### src/sv/greedy_box_nms_unit_defines.svh
// ----------------------------------------------------------------------------
// greedy_box_nms_unit_defines.svh
// Assertion macros shared by the box suppression unit.
// ----------------------------------------------------------------------------
`ifndef GREEDY_BOX_NMS_UNIT_DEFINES_SVH
`define GREEDY_BOX_NMS_UNIT_DEFINES_SVH

// Condition that must hold at every clock edge out of reset
`define GBN_ASSERT_ALWAYS(label, cond, msg) \
	label: assert property (@(posedge clk) disable iff (!arst_n) (cond)) else $error(msg);

// Consequent that must hold in the same cycle as the antecedent
`define GBN_ASSERT_IMPL(label, ante, cons, msg) \
	label: assert property (@(posedge clk) disable iff (!arst_n) (ante) |-> (cons)) \
		else $error(msg);

`endif

### src/sv/gbn_ram.sv
// ----------------------------------------------------------------------------
// gbn_ram
// Generic one-write, one-read RAM with registered read data.
// ----------------------------------------------------------------------------
module gbn_ram #(
	parameter int WIDTH = 8,
	parameter int DEPTH = 64,
	localparam int AW   = $clog2(DEPTH)
) (
	input  logic             clk,
	input  logic             we,
	input  logic [AW-1:0]    waddr,
	input  logic [WIDTH-1:0] wdata,
	input  logic [AW-1:0]    raddr,
	output logic [WIDTH-1:0] rdata
);

	logic [WIDTH-1:0] mem [DEPTH];

	// write port and registered read port
	always_ff @(posedge clk) begin
		if (we) begin
			mem[waddr] <= wdata;
		end
		rdata <= mem[raddr];
	end

endmodule

### config.mk
export PLATFORM = sky130hd
export DESIGN_NAME = gbn_ram
export DESIGN_NICKNAME = d
export VERILOG_FILES = /design/src/sv/greedy_box_nms_unit_defines.svh /design/src/sv/gbn_ram.sv
export SDC_FILE = /design/constraint.sdc
export NUM_CORES = 1
export LEC_CHECK = 0
export ABC_AREA = 0
export BUFFER_PORTS_ARGS = -buffer_cell sky130_fd_sc_hd__buf_2
export CELL_PAD_IN_SITES_DETAIL_PLACEMENT = 0
export CELL_PAD_IN_SITES_GLOBAL_PLACEMENT = 2
export CORE_MARGIN = 4
export CORE_UTILIZATION = 43
export DETAILED_ROUTE_END_ITERATION = 12
export GPL_TIMING_DRIVEN = 0
export HOLD_SLACK_MARGIN = 0.05
export PLACE_DENSITY_LB_ADDON = 0.1
export SKIP_LAST_GASP = 1
export SLEW_MARGIN = 20
export SYNTH_ARGS = -nofsm -noshare
export SYNTH_HDL_FRONTEND = slang
export SYNTH_SLANG_ARGS = --single-unit
### constraint.sdc
create_clock -name clk -period 7.1 [get_ports clk]
set_clock_uncertainty 0.15 [all_clocks]
set_input_delay 2.13 -clock clk [delete_from_list [all_inputs] [get_ports clk]]
set_output_delay 2.13 -clock clk [all_outputs]
set_load 0.02 [all_outputs]
### Yosys cells after proc, flatten, opt, wreduce, memory -nomap -nowiden

Memories as Yosys holds them, arrays and structs flattened. A register that Yosys moved wholly into a read port is not among the register bits.
Index checks and enable logic that the tools add are counted.

| word-level totals | value |
|---|---|
| bits in registers | 0 |
| memory bits (writable) | 512 |
| input bits | 22 |
| word-level logic and storage cells | 3 |
| memories | 1 |

| operators by class | value |
|---|---|
| mux-type cells | 2 |

Memory list:

| name | words | width | rd ports | clocked after memory_dff | wr ports | line | text |
|---|---|---|---|---|---|---|---|
| mem | 64 | 8 | 1 | 1 | 1 | gbn_ram.sv:18 | `logic [WIDTH-1:0] mem [DEPTH];` |

Operators by type and width:

| cell | number |
|---|---|
| 1-bit two-way mux | 2 |

### Logic depth before layout (Yosys ltp)

Gate-level depths: netlist of run 1.

| depth | value |
|---|---|
| word-level depth | 2 |
| gate-level depth with buffers | 9 |
| depth with buffers taken out | 5 |

### Worst setup path before layout of run 1

OpenSTA, ideal clock, no wires.

| timing | value |
|---|---|
| path kind | input to register |
| from | in raddr[1] |
| to | reg rdata[3], read port of mem |
| library setup time | 128 ps |
| arrival | 3670 ps |
| data required time | 6822 ps |
| slack | 3152 ps |
| cell stages on the path | 7 |
| path buffers | 3 |
| cell sequence | buf_4 -> buf_2 -> buf_2 -> mux4_2 -> mux4_2 -> o21ai_1 -> o41ai_1 |

RTL lines:

| item | line | text |
|---|---|---|
| start, declared | gbn_ram.sv:14 | `input logic [AW-1:0] raddr,` |
| end, declared | gbn_ram.sv:15 | `output logic [WIDTH-1:0] rdata` |

==> impl_metrics.json, run 1 <==
{
  "status": "complete, no violations",
  "synth_top_family_by_area": "multiplexers",
  "overflow": 0,
  "dp_slack_ns": 1.758,
  "dieArea_um2": 50430,
  "diodes": 0,
  "track_usage": 0.2087,
  "nNetsFinal": 1039,
  "crit_chain": "buf_2 -> buf_4 -> clkbuf_1 -> buf_2 -> o221ai_1 -> o21a_1 -> o41ai_1",
  "die_h_um": 224.6,
  "clk_pin_slew_ns": 0.06,
  "drt_wl_total_um": 51840,
  "ctsResizeCount": 0,
  "worst_pin_slew_ns": 1.005,
  "finalCriticalPeriod_ns": 4.661,
  "io_pins": 30,
  "synth_cells": 940,
  "numCtsBuffers": 54,
  "maxCapViolCount": 0,
  "grt_pass1_vias": 9839,
  "setup_viol_count_final": 0,
  "first_iter_violations": 1023,
  "critPathMaxFanout": 10,
  "yosys_most_used_dff": "edfxtp_1",
  "detail_route.wl_per_cell_um": 31.04,
  "num_rows": 79,
  "h-tree-depth": 2,
  "reg2reg_depth": 4,
  "root_buffer": "clkbuf_16",
  "slew_viol_final": 0,
  "clkSinkCount": 520,
  "num_vias": 9698,
  "drtPass1Iterations": 5,
  "crit_path_start_kind": "input port",
  "peakVddDrop_v": 0.0001901,
  "initial_core_util": 0.4341,
  "synth_area_leader_cell": "edfxtp_1",
  "post_cts_buffers": 0,
  "syn_avg_cell_area_um2": 21.45,
  "setup_ws_ns": 2.439,
  "clock_latency_ns": 0.61,
  "ys_top_cells_by_area": "edfxtp_1 76%, mux4_2 14%, nor2_1 1.5%",
  "p_per_area_nw_per_um2": 291.5,
  "antenna_found_initial": 1,
  "route.detailed.drc": 0,
  "syn2layout_area_growth_pct": 13.54,
  "grt_max_degree": 65,
  "synth_fa_ha_area_frac": 0,
  "placedInstanceArea_um2": 21060,
  "cp.arrival_ns": 4.92,
  "worst_setup_path_end_kind": "flip-flop",
  "post-route-period-util": 0.6564,
  "yosysSeqAreaShare": 0.7703,
  "crit_top_cell": "buf_2",
  "vias_per_cell": 5.807,
  "synth_edf_count": 512,
  "hold_buffers": 0,
  "worstPathRequired_ns": 7.36,
  "synthMuxAreaShare": 0.1594,
  "grt_pass1_wl_um": 74090,
  "final.setup.tns_ns": 0,
  "io_buffers": 21,
  "drive_above_1_share": 0.2531,
  "synth_top_area_share": 0.7624,
  "async_flop_share": 0,
  "syn_area_um2": 20170,
  "clockBufferDepth": 3,
  "synth.distinct_cells": 40,
  "stdcell_area_um2": 22900,
  "fmax_mhz": 214.6,
  "synthSimpleGateAreaFrac": 0.03388,
  "cts_tree": "built",
  "hold_violations": 0,
  "hold_path_class": "reg -> reg",
  "fillerInstances": 3855,
  "rsz0062_at_grt": "false",
  "synth_seq_cells": 520,
  "path_class": "in -> reg",
  "syn_nets": 962,
  "slew_headroom": 0.3297,
  "hold_depth": 4,
  "core_um2": 46460,
  "synth-compound-area-share": 0.02072,
  "gp_congestion": 0.7855,
  "leakagePower_nw": 7.109,
  "drtAntennaViolNets": 0,
  "slowest_delay_ns": 0.69,
  "hold_ws_ns": 0.8177,
  "die-width_um": 224.6,
  "ys_warn_count": 0,
  "crit_path_top_delay_cell": "clkbuf_1",
  "place_hpwl_um": 32880,
  "synth-xor-area-share": 0
}
[routing by layer]
metal | GRT usage | share of wire
met4 | 0.05277 | 0.021
met2 | 0.3168 | 0.46
met3 | 0.03119 | 0.056
met1 | 0.3227 | 0.46
met5 | 0 | 0
[layout make-up]
| cell class | instances | area (um2) | share of cell area |
|---|---|---|---|
| sequential | 520 | 15530 | 0.6785 |
| multi-input combinational | 369 | 4325 | 0.1889 |
| clock buffer | 77 | 1499 | 0.06546 |
| tap | 607 | 759.5 | 0.03317 |
| clock inverter | 25 | 336.6 | 0.01470 |
| buffer | 51 | 316.6 | 0.01383 |
| timing repair buffer | 21 | 125.1 | 0.005464 |
[cell usage after synthesis (all sizes together) (3+ instances only)]
library cell  instances
nand3                13
a221oi                6
nor2                 83
a21oi                 3
nand2b                7
mux2i                23
a22oi                 3
o2bb2ai               3
o2111ai               3
buf                  34
o22ai                 8
o21ai                 4
nand3b                3
nor2b                14
dfxtp                 8
edfxtp              512
clkbuf               17
mux4                126
a211oi                4
nor3                  7
nand2                19
mux2                 13
o221ai                8
[per-stage QoR]
step | util | instances | power, mW
after floorplan | - | 940 | 3.656
after detailed placement | 0.4532 | 1568 | 3.830
after global placement | 0.4527 | 1568 | 3.827
final | 0.4929 | 1670 | 6.674
after CTS | 0.4928 | 1670 | 6.733
after global routing | 0.4929 | 1670 | 6.884
[flip-flops by register name, indices dropped and copies added (netlist names)]
name and flops:
mem 512, rdata 8
[layout by cell type (no fill, tap or decap), drive strengths merged, types with 4 or more instances in the layout]
cell,Yosys,final
nand3,13,13
a221oi,6,6
clkbuf,17,94
o21ai,4,4
o22ai,8,8
o221ai,8,8
mux2,13,13
nor2,83,83
mux2i,23,23
buf,34,55
clkinv,0,17
mux4,126,126
edfxtp,512,512
nand2b,7,7
dfxtp,8,8
nor2b,14,14
nor3,7,7
nand2,19,19
bufinv,0,8
a211oi,4,4
[cell families (layout without fill, tap and decap cells)]
family                 count (synthesis)  count (layout)
AOI/OAI and AO/OA                     54              54
buffers and inverters                 51             174
DFF                                  520             520
muxes                                162             162
and+or+nand+nor                      153             153
[critical path, delay by kind of cell]
family                 cells  cell delay (ns)
buffers and inverters      4             1.71
AO/OA/AOI/OAI              3             1.05
[power by group]
group	leakage, nW	total, mW	switching, mW	internal [mW]
clock	0.892	2.91	1.16	1.76
combinational	1.54	0.356	0.235	0.121
sequential	4.67	3.40	0.00517	3.40
[path summary, 6_finish.rpt]
check                           startpoint        to  slack, ns
worst max-delay path              raddr[2]  rdata[3]       2.44
worst max register to register   mem[3][3]  rdata[3]       4.80
worst min register to register   mem[6][7]  rdata[7]       0.82
worst min-delay path             mem[6][7]  rdata[7]       0.82
(Power assumes the default switching activity.)
==> inputs of run 2 (changes only) <==
ABC_AREA = 1   (was 0)
clock period = 4.8 ns   (was 7.1 ns; I/O delays follow)
==> run 2 against run 1 <==
Effect of this change:
- core utilization up 0.37 points
- via count up 46%
- global-route usage up 4.5 points
- critical path depth down 3
- sequential cell count unchanged
- synthesized area up 5.8%
- first-iteration DRC count up 19%
==> impl_metrics.json, run 2 <==
{
  "drt_wl_total_um": 67670,
  "fin_util": 0.4965,
  "critPathMaxFanout": 9,
  "regMostFlops": "mem",
  "whs_endpoint": "rdata[2]",
  "critPathBufInv": 2,
  "clkSinkCount": 520,
  "min-delay-start": "mem[8][2]",
  "worst_pin_slew_ns": 1.144,
  "crit_path_top_delay_cell": "nor2_1",
  "post-route-period-util": 0.8093,
  "drtAntennaViolNets": 0,
  "largestRegisters": "mem x512, rdata x8",
  "setup_viol_count_final": 0,
  "syn_area_um2": 21340,
  "syn2layout_area_growth_pct": 13.90,
  "hold_buffers": 0,
  "leakagePower_nw": 8.790,
  "gp_congestion": 0.8854,
  "pwr-share-clk": 0.427,
  "slew_viol_final": 0,
  "synth_area_leader_cell": "edfxtp_1",
  "initial_core_util": 0.4359,
  "rsz0062_at_grt": "false",
  "clockBufferDepth": 3,
  "yosysSeqAreaShare": 0.7280,
  "power_switching_share": 0.2269,
  "final_common_cell": "nand2_1",
  "largest_reg_flops": 512,
  "synth_common_cells": "648 x nand2_1, 512 x edfxtp_1, 439 x nand3_1",
  "die-width_um": 230.8,
  "overflow": 0,
  "nNetsFinal": 1917,
  "layoutNonFillerInstCount": 2603,
  "p_int_mw": 7.762,
  "finalCriticalPeriod_ns": 3.885,
  "antenna_found_initial": 0,
  "synth.most_common_cell": "nand2_1",
  "num_rows": 81,
  "clock_latency_ns": 0.60,
  "hold_violations": 0,
  "cts_tree": "built",
  "final.setup.tns_ns": 0,
  "worst_setup_path_end_kind": "flip-flop",
  "track_usage": 0.2538,
  "status": "complete, no violations",
  "hold_path_class": "reg -> reg",
  "vias_per_cell": 5.448,
  "slowest_delay_ns": 1.17,
  "detail_route.wl_per_cell_um": 26.00,
  "grt_pass1_vias": 13602,
  "groute.layer.met2.usage": 0.4159,
  "ff2ff_setup_slack_ns": 3.18,
  "async_flop_share": 0,
  "synth_seq_cells": 520,
  "worstReg2RegEnd": "rdata[5]",
  "io_buffers": 21,
  "dp_cells": 2502,
  "pwr-share-seq": 0.501,
  "dieArea_um2": 53250,
  "ctsResizeCount": 0,
  "combPwrFrac": 0.071,
  "diodes": 0,
  "grt_use_met3": 0.03097,
  "drive_above_1_share": 0.1099,
  "ys_warn_count": 0,
  "synth_top_area_share": 0.7205,
  "use_met1": 0.3555,
  "core_um2": 48950,
  "io_pins": 30,
  "hold_depth": 8,
  "synth_edf_count": 512,
  "place_hpwl_um": 46440,
  "r2r_start": "mem[34][5]",
  "grt_pass1_wl_um": 96590,
  "grt.busiest_layer": "met2",
  "p_switching_mw": 2.279,
  "maxCapViolCount": 0,
  "hold_ws_ns": 0.7718,
  "yosys_most_used_dff": "edfxtp_1",
  "reg2reg_depth": 8,
  "drtPass1Iterations": 5,
  "first_iter_violations": 1222,
  "h-tree-depth": 2,
  "crit_chain": "clkbuf_1 -> inv_1 -> nand4_1 -> nor2_1",
  "final_cell_mix": "648 x nand2_1, 512 x edfxtp_1, 439 x nand3_1, 57 x clkbuf_16, 55 x nor2_1",
  "synth.distinct_cells": 16,
  "worstPathRequired_ns": 4.86,
  "power_mw": 10.04,
  "die_h_um": 230.8,
  "synth_cells": 1805,
  "p_per_area_nw_per_um2": 413.1,
  "path_class": "in -> reg",
  "crit_path_start_kind": "input port",
  "ys_top_cells_by_area": "edfxtp_1 72%, nand2_1 11%, nand3_1 10%",
  "grt_max_degree": 65,
  "post_cts_buffers": 0,
  "slew_headroom": 0.2342,
  "peakVddDrop_v": 0.0002741,
  "num_vias": 14182,
  "fmax_mhz": 257.4,
  "cp.arrival_ns": 3.95,
  "root_buffer": "clkbuf_16",
  "syn_nets": 1827,
  "numCtsBuffers": 55,
  "cp_top_family": "simple AND/OR/NAND/NOR gates",
  "clk_pin_slew_ns": 0.06,
  "syn_avg_cell_area_um2": 11.82,
  "route.detailed.drc": 0
}
run 2: cell count changes after synthesis, sizes merged, moves of 13 or more:
cell and delta:
buf +64, mux2 -13, mux2i -23, mux4 -126, nand2 +629, nand3 +426
nor2 -27, nor2b -14
run 2: metal layers:
layer  share of wire  wire, um
met5               0         0
met1            0.44     29710
met2            0.47     31970
met3           0.054      3648
met4           0.035      2344
run 2: area by class of cell:
class                   count  area [um2]
repair buffers             33       262.8
clock buffers              73        1536
inverters                  12       50.05
plain buffers             113       808.3
multi-input cells        1160        4999
well taps                 664       830.8
flip-flops and latches    520       15530
clock inverters            28       284.0
fillers                  4385       24640
run 2: power groups by stage:
stage,registers (mW),logic (mW),clock network [mW]
detailed placement,5.13,0.717,0
global placement,5.13,0.698,0
finish,5.03,0.715,4.29
floorplan,5.14,0.353,0
CTS,5.03,0.718,4.36
global route,5.03,0.766,4.55
run 2: worst register-to-register path: cells and delay by family (launching register included):
family	cells	cell delay (ns)
and+or+nand+nor	8	0.95
DFF	1	0.36
run 2: worst max path at each step:
stage                        start    endpoint  slack, ns  cells past startpoint
final                     waddr[0]  mem[20][1]       0.92                      4
after detailed placement  waddr[0]  mem[20][4]       0.36                      4
after global routing      waddr[0]  mem[28][7]       0.93                      4
after global placement          we  mem[53][1]       0.24                      3
after CTS                 waddr[0]  mem[20][1]       1.01                      4
after floorplan                 we  mem[48][0]       1.44                      3
run 2: metrics by stage:
| stage | area, um2 | setup slack [ns] |
|---|---|---|
| 2_1_floorplan | 21340 | 1.444 |
| 3_3_place_gp | 22280 | 0.2358 |
| 3_5_place_dp | 22480 | 0.3600 |
| 4_1_cts | 24300 | 1.010 |
| 5_1_grt | 24310 | 0.9343 |
| 6_report | 24310 | 0.9153 |
run 2: logic make-up (layout without fill, tap and decap cells):
group / Yosys count / in the layout / synth area share
flops: 520 / 520 / 0.7280
simple gates: 1160 / 1160 / 0.2318
buf+inv: 125 / 259 / 0.04022
